===== config.mk =====
export PLATFORM = sky130hd
export DESIGN_NAME = extended_gcd_mod_inverse_unit_flat
export DESIGN_NICKNAME = d
export VERILOG_FILES = /design/src/rtl/core/egcd_pkg.sv /design/src/rtl/core/egcd_if.sv /design/src/rtl/core/extended_gcd_mod_inverse_unit.sv /design/src/flat_wrapper.sv
export SDC_FILE = /design/constraint.sdc
export NUM_CORES = 1
export LEC_CHECK = 0
export BUFFER_PORTS_ARGS = -buffer_cell sky130_fd_sc_hd__buf_2
export CAP_MARGIN = 20
export CELL_PAD_IN_SITES_DETAIL_PLACEMENT = 0
export CELL_PAD_IN_SITES_GLOBAL_PLACEMENT = 1
export CORE_MARGIN = 2
export CORE_UTILIZATION = 49
export CTS_CLUSTER_DIAMETER = 60
export DETAILED_ROUTE_END_ITERATION = 10
export PLACE_DENSITY = 0.92
export RECOVER_POWER = 100
export SLEW_MARGIN = 10
export SYNTH_ARGS = -nofsm -noshare
export SYNTH_HDL_FRONTEND = slang
export SYNTH_SLANG_ARGS = --single-unit

===== constraint.sdc =====
create_clock -name clk_i -period 9.2 [get_ports clk_i]
set_clock_uncertainty 0.05 [all_clocks]
set_input_delay 1.38 -clock clk_i [delete_from_list [all_inputs] [get_ports clk_i]]
set_output_delay 1.38 -clock clk_i [all_outputs]
set_load 0.01 [all_outputs]

===== src/rtl/core/egcd_pkg.sv =====
// ----------------------------------------------------------------------------
// Extended GCD package
// Operand and coefficient widths shared by the channel interfaces and the core.
// ----------------------------------------------------------------------------
package egcd_pkg;

  // Operands, gcd and inverse are non-negative 31-bit values
  localparam int unsigned OpndW = 31;
  // Bezout coefficients, two's complement
  localparam int unsigned CoefW = 32;
  // Width of the divider's quotient bit counter
  localparam int unsigned CntW  = $clog2(OpndW);

endpackage


===== src/rtl/core/egcd_if.sv =====
// ----------------------------------------------------------------------------
// Extended GCD channel interfaces
// Valid/ready request and response channels of the extended GCD unit.
// ----------------------------------------------------------------------------
interface egcd_req_if import egcd_pkg::*; ();
  logic             valid;
  logic             ready;
  logic [OpndW-1:0] operand_a;
  logic [OpndW-1:0] operand_b;

  modport source (output valid, output operand_a, output operand_b, input ready);
  modport sink   (input valid, input operand_a, input operand_b, output ready);
endinterface

interface egcd_rsp_if import egcd_pkg::*; ();
  logic                    valid;
  logic                    ready;
  logic [OpndW-1:0]        gcd_value;
  logic signed [CoefW-1:0] coeff_a;
  logic signed [CoefW-1:0] coeff_b;
  logic                    inverse_exists;
  logic [OpndW-1:0]        inverse_value;

  modport source (output valid, output gcd_value, output coeff_a, output coeff_b,
                  output inverse_exists, output inverse_value, input ready);
  modport sink   (input valid, input gcd_value, input coeff_a, input coeff_b,
                  input inverse_exists, input inverse_value, output ready);
endinterface


===== src/rtl/core/extended_gcd_mod_inverse_unit.sv =====
// ----------------------------------------------------------------------------
// Extended GCD and modular inverse unit
// Runs the extended Euclidean algorithm on (a, b) with one shared radix-2
// divider and returns gcd, Bezout coefficients and the inverse of a mod b.
// ----------------------------------------------------------------------------
//  channel  dir  handshake      payload
//  req_i    in   valid / ready  operand_a, operand_b
//  rsp_o    out  valid / ready  gcd_value, coeff_a, coeff_b,
//                               inverse_exists, inverse_value
//
//  Each Euclid step is a restoring-divide pass, one update and one loop check.
//  req_i.ready is high only while the core is idle; the result sits in an
//  output register, so a new request is taken while it waits. A stalled
//  response holds the core in its last state. Reset is asynchronous, active
//  low, and needs no clearing pass.
// ----------------------------------------------------------------------------
module extended_gcd_mod_inverse_unit import egcd_pkg::*; (
  input  logic      clk_i,
  input  logic      rst_ni,
  egcd_req_if.sink  req_i,
  egcd_rsp_if.source rsp_o
);

  typedef enum logic [2:0] {
    StIdle,
    StLoop,
    StDiv,
    StUpd,
    StFixNeg,
    StDone
  } state_e;

  state_e state_q;

  // Euclid pairs
  logic [OpndW-1:0] r0_q, r1_q, b_q;
  logic [CoefW-1:0] s0_q, s1_q, t0_q, t1_q;
  // Divider: partial remainder, shifting dividend, bit count
  logic [OpndW-1:0] p_q, dvd_q;
  logic [CntW-1:0]  cnt_q;
  // q*s1 and q*t1 built bit by bit, MSB first
  logic [CoefW-1:0] acc_s_q, acc_t_q;
  logic [CoefW-1:0] inv_q;

  // Output register
  logic                    out_valid_q;
  logic [OpndW-1:0]        out_gcd_q;
  logic [CoefW-1:0]        out_ca_q, out_cb_q;
  logic                    out_exists_q;
  logic [OpndW-1:0]        out_inv_q;

  logic [OpndW:0]   p_shift;
  logic             q_bit;
  logic [OpndW-1:0] p_d;
  logic [CoefW-1:0] acc_s_d, acc_t_d;
  logic [CoefW-1:0] b_ext;
  logic             exists;
  logic [OpndW-1:0] inv_final;
  logic             out_free;
  logic             div_last;

  // Shared divide step: shift in next dividend bit, compare and subtract
  assign p_shift = {p_q, dvd_q[OpndW-1]};
  assign q_bit   = (p_shift >= {1'b0, r1_q});
  assign p_d     = q_bit ? OpndW'(p_shift - {1'b0, r1_q}) : OpndW'(p_shift);
  assign acc_s_d = {acc_s_q[CoefW-2:0], 1'b0} + (q_bit ? s1_q : '0);
  assign acc_t_d = {acc_t_q[CoefW-2:0], 1'b0} + (q_bit ? t1_q : '0);
  assign div_last = (cnt_q == CntW'(OpndW - 1));

  assign b_ext  = {1'b0, b_q};
  assign exists = (r0_q == OpndW'(1));

  always_comb begin
    inv_final = '0;
    if (exists) begin
      if (b_q != '0 && inv_q >= b_ext) begin
        inv_final = OpndW'(inv_q - b_ext);
      end else begin
        inv_final = inv_q[OpndW-1:0];
      end
    end
  end

  assign out_free = !out_valid_q || rsp_o.ready;

  // Control and output register
  always_ff @(posedge clk_i or negedge rst_ni) begin
    if (!rst_ni) begin
      state_q      <= StIdle;
      out_valid_q  <= 1'b0;
      out_gcd_q    <= '0;
      out_ca_q     <= '0;
      out_cb_q     <= '0;
      out_exists_q <= 1'b0;
      out_inv_q    <= '0;
    end else begin
      if (rsp_o.ready) begin
        out_valid_q <= 1'b0;
      end
      case (state_q)
        StIdle: begin
          if (req_i.valid) begin
            state_q <= StLoop;
          end
        end
        StLoop: begin
          state_q <= (r1_q == '0) ? StFixNeg : StDiv;
        end
        StDiv: begin
          if (div_last) begin
            state_q <= StUpd;
          end
        end
        StUpd: begin
          state_q <= StLoop;
        end
        StFixNeg: begin
          state_q <= StDone;
        end
        StDone: begin
          // hold until the output register is free
          if (out_free) begin
            out_valid_q  <= 1'b1;
            out_gcd_q    <= r0_q;
            out_ca_q     <= s0_q;
            out_cb_q     <= t0_q;
            out_exists_q <= exists;
            out_inv_q    <= inv_final;
            state_q      <= StIdle;
          end
        end
        default: begin
          state_q <= StIdle;
        end
      endcase
    end
  end

  // Datapath
  always_ff @(posedge clk_i) begin
    case (state_q)
      StIdle: begin
        if (req_i.valid) begin
          r0_q <= req_i.operand_a;
          r1_q <= req_i.operand_b;
          b_q  <= req_i.operand_b;
          s0_q <= CoefW'(1);
          s1_q <= '0;
          t0_q <= '0;
          t1_q <= CoefW'(1);
        end
      end
      StLoop: begin
        p_q     <= '0;
        dvd_q   <= r0_q;
        cnt_q   <= '0;
        acc_s_q <= '0;
        acc_t_q <= '0;
      end
      StDiv: begin
        p_q     <= p_d;
        dvd_q   <= {dvd_q[OpndW-2:0], 1'b0};
        cnt_q   <= cnt_q + CntW'(1);
        acc_s_q <= acc_s_d;
        acc_t_q <= acc_t_d;
      end
      StUpd: begin
        r0_q <= r1_q;
        r1_q <= p_q;
        s0_q <= s1_q;
        s1_q <= s0_q - acc_s_q;
        t0_q <= t1_q;
        t1_q <= t0_q - acc_t_q;
      end
      StFixNeg: begin
        // fold a negative coefficient into the residue range
        inv_q <= (s0_q[CoefW-1] && b_q != '0) ? s0_q + b_ext : s0_q;
      end
      default: begin
      end
    endcase
  end

  assign req_i.ready          = (state_q == StIdle);
  assign rsp_o.valid          = out_valid_q;
  assign rsp_o.gcd_value      = out_gcd_q;
  assign rsp_o.coeff_a        = out_ca_q;
  assign rsp_o.coeff_b        = out_cb_q;
  assign rsp_o.inverse_exists = out_exists_q;
  assign rsp_o.inverse_value  = out_inv_q;

`ifndef SYNTHESIS
  a_rem_below_divisor: assert property (@(posedge clk_i) disable iff (!rst_ni)
    state_q == StDiv |-> p_q < r1_q)
    else $error("partial remainder not below divisor");

  a_divisor_nonzero: assert property (@(posedge clk_i) disable iff (!rst_ni)
    (state_q == StDiv || state_q == StUpd) |-> r1_q != '0)
    else $error("divide pass with zero divisor");

  a_no_inverse_zero: assert property (@(posedge clk_i) disable iff (!rst_ni)
    out_valid_q && !out_exists_q |-> out_inv_q == '0)
    else $error("inverse value set without inverse");

  a_div_leaves_to_upd: assert property (@(posedge clk_i) disable iff (!rst_ni)
    state_q == StDiv && div_last |=> state_q == StUpd)
    else $error("division pass did not end in update");
`endif

endmodule

===== src/flat_wrapper.sv =====
// flat-port wrapper written by rule: the top's interface ports become plain ports
module extended_gcd_mod_inverse_unit_flat import egcd_pkg::*;
  (clk_i, rst_ni, req_i_valid, req_i_operand_a, req_i_operand_b, req_i_ready, rsp_o_valid, rsp_o_gcd_value, rsp_o_coeff_a, rsp_o_coeff_b, rsp_o_inverse_exists, rsp_o_inverse_value, rsp_o_ready);
  egcd_req_if req_i_i ();
  egcd_rsp_if rsp_o_i ();
  input  logic clk_i;
  input  logic rst_ni;
  input wire logic [$bits(req_i_i.valid)-1:0] req_i_valid;
  input wire logic [$bits(req_i_i.operand_a)-1:0] req_i_operand_a;
  input wire logic [$bits(req_i_i.operand_b)-1:0] req_i_operand_b;
  output wire logic [$bits(req_i_i.ready)-1:0] req_i_ready;
  output wire logic [$bits(rsp_o_i.valid)-1:0] rsp_o_valid;
  output wire logic [$bits(rsp_o_i.gcd_value)-1:0] rsp_o_gcd_value;
  output wire logic [$bits(rsp_o_i.coeff_a)-1:0] rsp_o_coeff_a;
  output wire logic [$bits(rsp_o_i.coeff_b)-1:0] rsp_o_coeff_b;
  output wire logic [$bits(rsp_o_i.inverse_exists)-1:0] rsp_o_inverse_exists;
  output wire logic [$bits(rsp_o_i.inverse_value)-1:0] rsp_o_inverse_value;
  input wire logic [$bits(rsp_o_i.ready)-1:0] rsp_o_ready;
  assign req_i_i.valid = req_i_valid;
  assign req_i_i.operand_a = req_i_operand_a;
  assign req_i_i.operand_b = req_i_operand_b;
  assign req_i_ready = req_i_i.ready;
  assign rsp_o_valid = rsp_o_i.valid;
  assign rsp_o_gcd_value = rsp_o_i.gcd_value;
  assign rsp_o_coeff_a = rsp_o_i.coeff_a;
  assign rsp_o_coeff_b = rsp_o_i.coeff_b;
  assign rsp_o_inverse_exists = rsp_o_i.inverse_exists;
  assign rsp_o_inverse_value = rsp_o_i.inverse_value;
  assign rsp_o_i.ready = rsp_o_ready;
  extended_gcd_mod_inverse_unit u_core (.clk_i(clk_i), .rst_ni(rst_ni), .req_i(req_i_i), .rsp_o(rsp_o_i));
endmodule

After elaboration in Yosys (flattened, before gate mapping) --
Cells that the tools add are included.
Storage, ports and cells: register bits 515, input bits 66, word-level logic and storage cells 82
Operators by class: add/subtract/negate cells 8, order comparisons 2, eq/ne operators 10, muxes and demuxes 29, reductions and logical operators 13
Operators by type and width (count):
- $pmux W32 S2 | 6
- $pmux W31 S2 | 4
- $mux W32 | 5
- $mux W31 | 5
- $add A32 B32 Y32 | 2
- $ge A32 B31 Y1 | 2
- $sub A32 B32 Y32 | 2
- $sub A31 B31 Y31 | 2
- $add A32 B31 Y32 | 1
- $eq A31 B1 Y1 const B | 1
- $logic_not A31 Y1 | 1
- $reduce_bool A31 Y1 | 1
- $pmux W3 S6 | 1
- $mux W3 | 4
- $pmux W5 S2 | 1
- $eq A3 B2 Y1 const B | 2
- $eq A3 B3 Y1 const B | 2
- $reduce_and A2 Y1 | 3
- $add A5 B1 Y5 const B | 1
- $eq A5 B5 Y1 const B | 1
- $ne A2 B1 Y1 const B | 2
- $reduce_bool A2 Y1 | 2
- $eq A3 B1 Y1 const B | 1
- $logic_not A3 Y1 | 1
- other kinds (6) | 9

Longest topological paths before layout --
Gate-level depths: netlist of the first run.
word-level depth 4, gate-level depth with buffers 25

Worst setup path after synthesis of the first run --
Ideal clock, no wire load.
path type reg-to-reg, start reg u_core.state_q[1], end reg u_core.acc_s_q[0], enable pin, data arrival time 7.126 ns, setup slack 1.360 ns, stages on the path, launching flop included 5, path buffers 1, clock period less this slack 7.840 ns, path through dfrtp_1 clkbuf_1 nor2b_1 inv_1 a21oi_1
On the way: longest elaborated chain between the ends 2, elaborated cells between the ends (all ways) 3
RTL lines:
- from (decl) | line extended_gcd_mod_inverse_unit.sv:33 | state_e state_q;
- from (signal assigned) | line extended_gcd_mod_inverse_unit.sv:89 | state_q <= StIdle;
- from (signal assigned) | line extended_gcd_mod_inverse_unit.sv:103 | state_q <= StLoop;
- from (signal assigned) | line extended_gcd_mod_inverse_unit.sv:107 | state_q <= (r1_q == '0) ? StFixNeg : StDiv;
- $eq A3 B1 Y1 or $eq A3 B2 Y1 (tied branches) | line extended_gcd_mod_inverse_unit.sv:141 | case (state_q)
- $reduce_bool A2 Y1 (no source line) *
- to (signal assigned) | line extended_gcd_mod_inverse_unit.sv:164 | acc_s_q <= acc_s_d;
- to (decl) | line extended_gcd_mod_inverse_unit.sv:42 | logic [CoefW-1:0] acc_s_q, acc_t_q;
Mark *: on every way between the ends. The rest lies on a longest branch, timed or not. A chain may end at the register's enable or synchronous reset.

Final worst setup path of the first run --
start reg u_core.r1_q[0], end reg u_core.acc_s_q[31], data pin
On the way: longest elaborated chain between the ends 4
RTL lines:
- from (decl) | line extended_gcd_mod_inverse_unit.sv:36 | logic [OpndW-1:0] r0_q, r1_q, b_q;
- from (signal assigned) | line extended_gcd_mod_inverse_unit.sv:145 | r1_q <= req_i.operand_b;
- from (signal assigned) | line extended_gcd_mod_inverse_unit.sv:169 | r1_q <= p_q;
- $ge A32 B31 Y1 | line extended_gcd_mod_inverse_unit.sv:64 | assign q_bit = (p_shift >= {1'b0, r1_q});
- $mux W32 | line extended_gcd_mod_inverse_unit.sv:66 | assign acc_s_d = {acc_s_q[CoefW-2:0], 1'b0} + (q_bit ? s1_q : '0);
- $add A32 B32 Y32 | line extended_gcd_mod_inverse_unit.sv:66
- $pmux W32 S2 | line extended_gcd_mod_inverse_unit.sv:141
No other way between the ends.

==> flow_summary.toml, run 1 <==
[global_routing]
grt_overflow_total = 0
grt_pass1_wl_um = 129000
antenna_found_initial = 1
grt_use_total_pct = 24.6
grt_pass1_vias = 23500
grt_max_degree = 100

[critical_path]
cpPeakStageDelay_ps = 830
setup.worst_path.start_class = "flop"
cp.required_ps = 9550
rrSetupSlack_ps = 1790
cp_top_family = "compound AO/OA/AOI/OAI gates"
rr_worst_depth = 22
critical_path_buf_inv_count = 1
path_cells = "ha_1 > fa_1 > nor2b_1 > o31ai_1 > a21oi_1 > a2111o_1 > and2_0 > o21ai_0 > o21ai_4 > clkbuf_1 > and2_0 > ha_1 > a21o_1 > a2111oi_0 > nor3_1 > o2111ai_1 > nand3_1 > a21o_1 > a221oi_1 > o21ai_0 > or3_1 > a21oi_1"
criticalPathCategory = "reg -> reg"
cp_max_fo = 36
r2r-start = "u_core.r1_q[0]"
slowest_stage = "o21ai_4"
critPathCaptureType = "flop"
arrival_ps = 7760
reg2reg_to = "u_core.acc_s_q[31]"

[timing]
timing.final.crit_share_pct = 80.6
hold_violations = 0
setup_viol = 0
rsz0062_at_grt = "false"
slew_headroom_pct = -177
fmax_ghz = 0.135
min_period_ps = 7410
hold_slack_ps = 424
report.final.slew_viol_count = 913
fin_setup_tns_ps = 0
tightestPinTransition_ps = 4150

[synthesis]
synth_edf_count = 384
synthTopCellsByArea = "edfxtp_1 (37%), dfrtp_1 (11%), ha_1 (8.7%), nand2_1 (7.6%), o21ai_0 (3.0%)"
synthTopCellsByCount = "nand2_1 (633), edfxtp_1 (384), nor2_1 (239), ha_1 (217), o21ai_0 (187)"
async_flop_share_pct = 25.4
syn-instance-count = 3231
synthMostInstantiatedCell = "nand2_1"
seq_area_frac_synth_pct = 47.6
synthesis.nets = 3521
synth_top_area_share_pct = 37.1
synth_flop_cell = "edfxtp_1"
yosysWarnings = 0
synth-seq-cells = 515
yosysTopAreaCell = "edfxtp_1"
synth_cell_types = 80
syn_area_um2 = 31100
avgSynthCellArea_um2 = 9.62

[power]
switching_share_pct = 43.4
leakagePower_uw = 0.0153
p_switching_uw = 6530
p_int_uw = 8520
vdd_drop_max_v = 0.000316
seqPwrFrac_pct = 30.4
clkPwrFrac_pct = 16.1
fin_total_pwr_uw = 15100
powerDensity_nw_per_um2 = 435
power_frac_comb_pct = 53.5

[routing]
drc = 0
num_vias = 24400
viasPerCell = 5.69
first_pass_iters = 5
routed_wl_um = 82800
ant_nets = 0
drt_iter0_markers = 1818
wl_per_cell_um = 19.3

[clock_network]
cts.sinks = 515
cts_buffers = 58
h-tree-depth = 2
post_cts_resized = 0
root_buffer = "clkbuf_16"
cts_setup_buffers = 0
clk_latency_ps = 650
cts_hold_buf = 0
cts_tree = "built"
cts_buffer_depth = 3
clk_pin_slew_worst_paths_ps = 60

[layout]
antenna_cells = 0
area_growth_pct = 11.3
stdcell_area_um2 = 34600
drive_above_1_share_pct = 5.14
final_nets = 3684
final_cell_count_no_fill = 4289

[die]
die_area_um2 = 65500
die_y_um = 256
ioPinCount = 195
die_w_um = 256
coreArea_um2 = 62900
start_util_pct = 49.5
placementRows = 92

[placed_design]
place_area_um2 = 32900
portBuffers = 194
finalWeightedCongestion = 0.929
dpl.cell_count = 4179
place_hpwl_um = 59600

[hold_path]
min-delay-start = "u_core.rsp_o.gcd_value[0]"
min_to = "u_core.rsp_o.gcd_value[0]"
hold_class = "reg -> reg"
holdPathStages = 2

[run_status]
status = "finished, violations left"
violations = "max-capacitance violations, max-slew violations"

[flow_run]
cap_violations = 16
## worst min-delay path: cells and delay by family, from the launching register on
kind	cells	cell delay, ps
DFF	1	340
and+or+nand+nor	2	100
## power by group through the flow
stage / Clock, µW / Combinational, µW / Sequential [µW]
floorplan: 0 / 6290 / 4350
finish: 2420 / 8060 / 4570
CTS: 2460 / 8080 / 4500
detailed placement: 0 / 8000 / 4540
global route: 2540 / 9010 / 4650
global placement: 0 / 7910 / 4530
## cell type report
cell class | count | area [µm²]
inverter | 181 | 679
timing repair buffer | 215 | 887
clock inverter | 34 | 423
clock buffer | 75 | 1580
sequential | 515 | 14800
tap | 846 | 1060
multi-input combinational | 2423 | 15200
fill | 5705 | 28300
## cell usage in the layout, fill, tap and decap left out, types with 49 or more instances in the layout
master / instances
clkbuf_16: 58
edfxtp_1: 384
clkbuf_1: 184
xnor2_1: 103
nor2_1: 239
nor3_1: 49
ha_1: 217
inv_1: 181
a21oi_1: 161
and3_1: 82
a21o_1: 103
xor2_1: 78
o21ai_0: 190
dfrtp_1: 130
and2_1: 64
nand2_1: 633
## worst max-delay path by stage
| stage | from | to | slack (ps) | cells after the start |
|---|---|---|---|---|
| finish | u_core.r1_q[0] | u_core.acc_s_q[31] | 1790 | 22 |
| global route | u_core.r1_q[0] | u_core.acc_s_q[31] | 1050 | 22 |
| CTS | u_core.r1_q[0] | u_core.acc_s_q[31] | 2630 | 22 |
| detailed placement | u_core.r1_q[0] | u_core.acc_s_q[31] | 2740 | 22 |
| global placement | u_core.r1_q[0] | u_core.acc_s_q[31] | 2830 | 22 |
| floorplan | u_core.state_q[1] | u_core.acc_s_q[0] | 1360 | 4 |
## through the flow
step	worst slack [ps]	utilization (%)
after floorplan	1360	-
after global placement	2830	52.4
after detailed placement	2740	52.4
after CTS	2630	55.6
after global routing	1050	55.0
final	1790	55.0
## registers in the layout, indices dropped and copies added (netlist names), 32 cells and up
register              flops
u_core.t1_q              32
u_core.rsp_o.coeff_a     32
u_core.inv_q             32
u_core.acc_t_q           32
u_core.t0_q              32
u_core.s0_q              32
u_core.s1_q              32
u_core.rsp_o.coeff_b     32
u_core.acc_s_q           32
## cell families after synthesis
kind of cell             after synthesis  share of synthesized area, %
AND/OR/NAND/NOR                     1267                          18.3
AO/OA/AOI/OAI                        703                          14.7
flip-flops                           515                          47.6
buffers and inverters                293                          3.56
adder cells (fa/ha/maj)              224                          9.19
XOR/XNOR                             181                          5.10
multiplexers                          48                          1.56
## metal layers
| metal | wire length (µm) | global-route usage (%) |
|---|---|---|
| met1 | 37200 | 34.3 |
| met3 | 4650 | 3.16 |
| met4 | 2570 | 7.60 |
| met2 | 38400 | 40.2 |
| met5 | 0 | 0 |
No activity file was read; power rests on OpenSTA's default activity.
==> run 2, diff against run 1 <==
Clock period 9.2 ns to 7.5 ns, I/O delays scaled along.
==> run 2 against run 1 <==
  * The flow still finishes with violations (max-capacitance violations, max-slew violations)
  * Die area unchanged
  * Clock power up 23%
  * Sequential power up 22%
  * Flip-flop and latch count unchanged
  * Wire length down 1.6%
  * Critical path depth down 1
  * Cell count about the same
  * Fmax up 12%
  * Setup slack worse by 930 ps
  * Global-route usage down 0.21 points
  * Hold slack worse by 1.8 ps
  * Count of clock-buffer cells in the layout up 11
==> flow_summary.toml, run 2 (synthesis results as in run 1) <==
[critical_path]
criticalPathCategory = "reg -> reg"
setup.worst_path.start_class = "flop"
critPathCaptureType = "flop"
cp.required_ps = 7880
arrival_ps = 7020
cp_max_fo = 35

[power]
leakagePower_uw = 0.0154
seqPwrFrac_pct = 30.4
vdd_drop_max_v = 0.000440
power_frac_comb_pct = 53.5
p_int_uw = 10400
p_switching_uw = 7970
powerDensity_nw_per_um2 = 531
clkPwrFrac_pct = 16.1
switching_share_pct = 43.4

[die]
coreArea_um2 = 62900
start_util_pct = 49.5
die_w_um = 256
die_area_um2 = 65500
die_y_um = 256
ioPinCount = 195
placementRows = 92

[hold_path]
hold_class = "reg -> reg"

[timing]
rsz0062_at_grt = "false"
timing.final.crit_share_pct = 88.5
hold_slack_ps = 422
hold_violations = 0
slew_headroom_pct = -163
min_period_ps = 6640
fmax_ghz = 0.151
tightestPinTransition_ps = 3940
report.final.slew_viol_count = 919
fin_setup_tns_ps = 0
setup_viol = 0
finalWorstSetupSlack_ps = 860

[routing]
wl_per_cell_um = 19.0
drc = 0
first_pass_iters = 6
viasPerCell = 5.66
num_vias = 24300
routed_wl_um = 81400
drt_iter0_markers = 1896
ant_nets = 0

[clock_network]
clk_pin_slew_worst_paths_ps = 60
cts_buffer_depth = 3
clk_latency_ps = 650
root_buffer = "clkbuf_16"
cts_setup_buffers = 0
h-tree-depth = 2
cts.sinks = 515
cts_buffers = 59
post_cts_resized = 0
cts_tree = "built"
cts_hold_buf = 0

[flow_run]
cap_violations = 19

[global_routing]
grt_overflow_total = 0
grt_pass1_vias = 23600
grt_use_total_pct = 24.4
grt_max_degree = 100
grt_most_used_layer = "met2"
grtUsageMet3_pct = 3.57
antenna_found_initial = 1
use_met2_pct = 39.2
met1_usage_pct = 34.4
grt_pass1_wl_um = 129000

[placed_design]
finalWeightedCongestion = 0.906
place_hpwl_um = 58800
dp_slack_ps = 1250
portBuffers = 194

[layout]
final_cell_mix = "nand2_1 (633), edfxtp_1 (384), nor2_1 (237), ha_1 (217), o21ai_0 (190)"
area_growth_pct = 11.4
antenna_cells = 0
drive_above_1_share_pct = 5.25
mostFrequentLayoutCell = "nand2_1"
final_nets = 3684
nFillCells = 5807

[run_status]
status = "finished, violations left"
violations = "max-capacitance violations, max-slew violations"
-- run 2: cell count changes in the layout (fill, tap and decap cells not counted), moves of 2 or more --
| cell | change |
|---|---|
| clkbuf_16 | +6 |
| bufinv_16 | -5 |
| clkinv_1 | -5 |
| clkinvlp_4 | -5 |
| clkbuf_8 | +3 |
| clkinv_2 | +3 |
| inv_6 | +2 |
| nor2_1 | -2 |
-- run 2: final timing paths --
path	from	to	slack, ps	cells past startpoint
max	u_core.r1_q[0]	u_core.acc_s_q[31]	860	21
min reg2reg	u_core.rsp_o.coeff_a[5]	u_core.rsp_o.coeff_a[5]	420	2
min	u_core.rsp_o.coeff_a[5]	u_core.rsp_o.coeff_a[5]	420	2
max reg2reg	u_core.r1_q[0]	u_core.acc_s_q[31]	860	21
min in group asynchronous	rst_ni	u_core.rsp_o.inverse_value[21]	1790	1
max in group asynchronous	rst_ni	u_core.rsp_o.coeff_b[17]	2410	2
-- run 2: area by class of cell --
cell class / count / area [µm²] / area share, %
Sequential cell: 515 / 14800 / 42.8
Clock buffer: 86 / 1770 / 5.13
Multi-Input combinational cell: 2423 / 15200 / 43.8
Inverter: 181 / 679 / 1.96
Clock inverter: 26 / 264 / 0.763
Timing Repair Buffer: 214 / 868 / 2.51
Tap cell: 846 / 1060 / 3.06
-- run 2: layer usage --
metal / vias to the layer above / routed length [µm] / share of wire [%]
met5: - / 13 / 0.016
met4: 2 / 2500 / 3.1
li1: 11800 / - / -
met2: 679 / 37200 / 46
met3: 142 / 4780 / 5.9
met1: 11700 / 36900 / 45
-- run 2: through the flow --
stage / instances / power, µW / util, % / area [µm²]
after global routing: 4291 / 19800 / 55.1 / 34600
after detailed placement: 4178 / 15300 / 52.4 / 32900
after floorplan: 3231 / 13000 / - / 31100
after global placement: 4178 / 15200 / 52.4 / 32900
final: 4291 / 18400 / 55.1 / 34600
after CTS: 4290 / 18400 / 55.6 / 35000
-- run 2: critical path, stage by stage, from the launching register on --
cell       delay [ps]
edfxtp_1          420
ha_1              240
fa_1              410
nor2b_1           190
o31ai_1           120
a21oi_1           400
a2111o_1          340
and2_0            180
o21ai_0           160
o21ai_4           640
and2_0            240
ha_1              280
a21o_1            210
a2111oi_0         590
nor3_1            170
o2111ai_1         260
nand3_1           110
a21o_1            230
a221oi_1          420
o21ai_0           210
or3_1             390
a21oi_1           140
-- run 2: power groups by stage --
stage          logic, µW  registers [µW]  clock network (µW)
2_1_floorplan       7720            5280                   0
3_3_place_gp        9650            5550                   0
3_5_place_dp        9740            5560                   0
4_1_cts             9850            5520                3020
5_1_grt            11000            5680                3130
6_report            9830            5580                2970
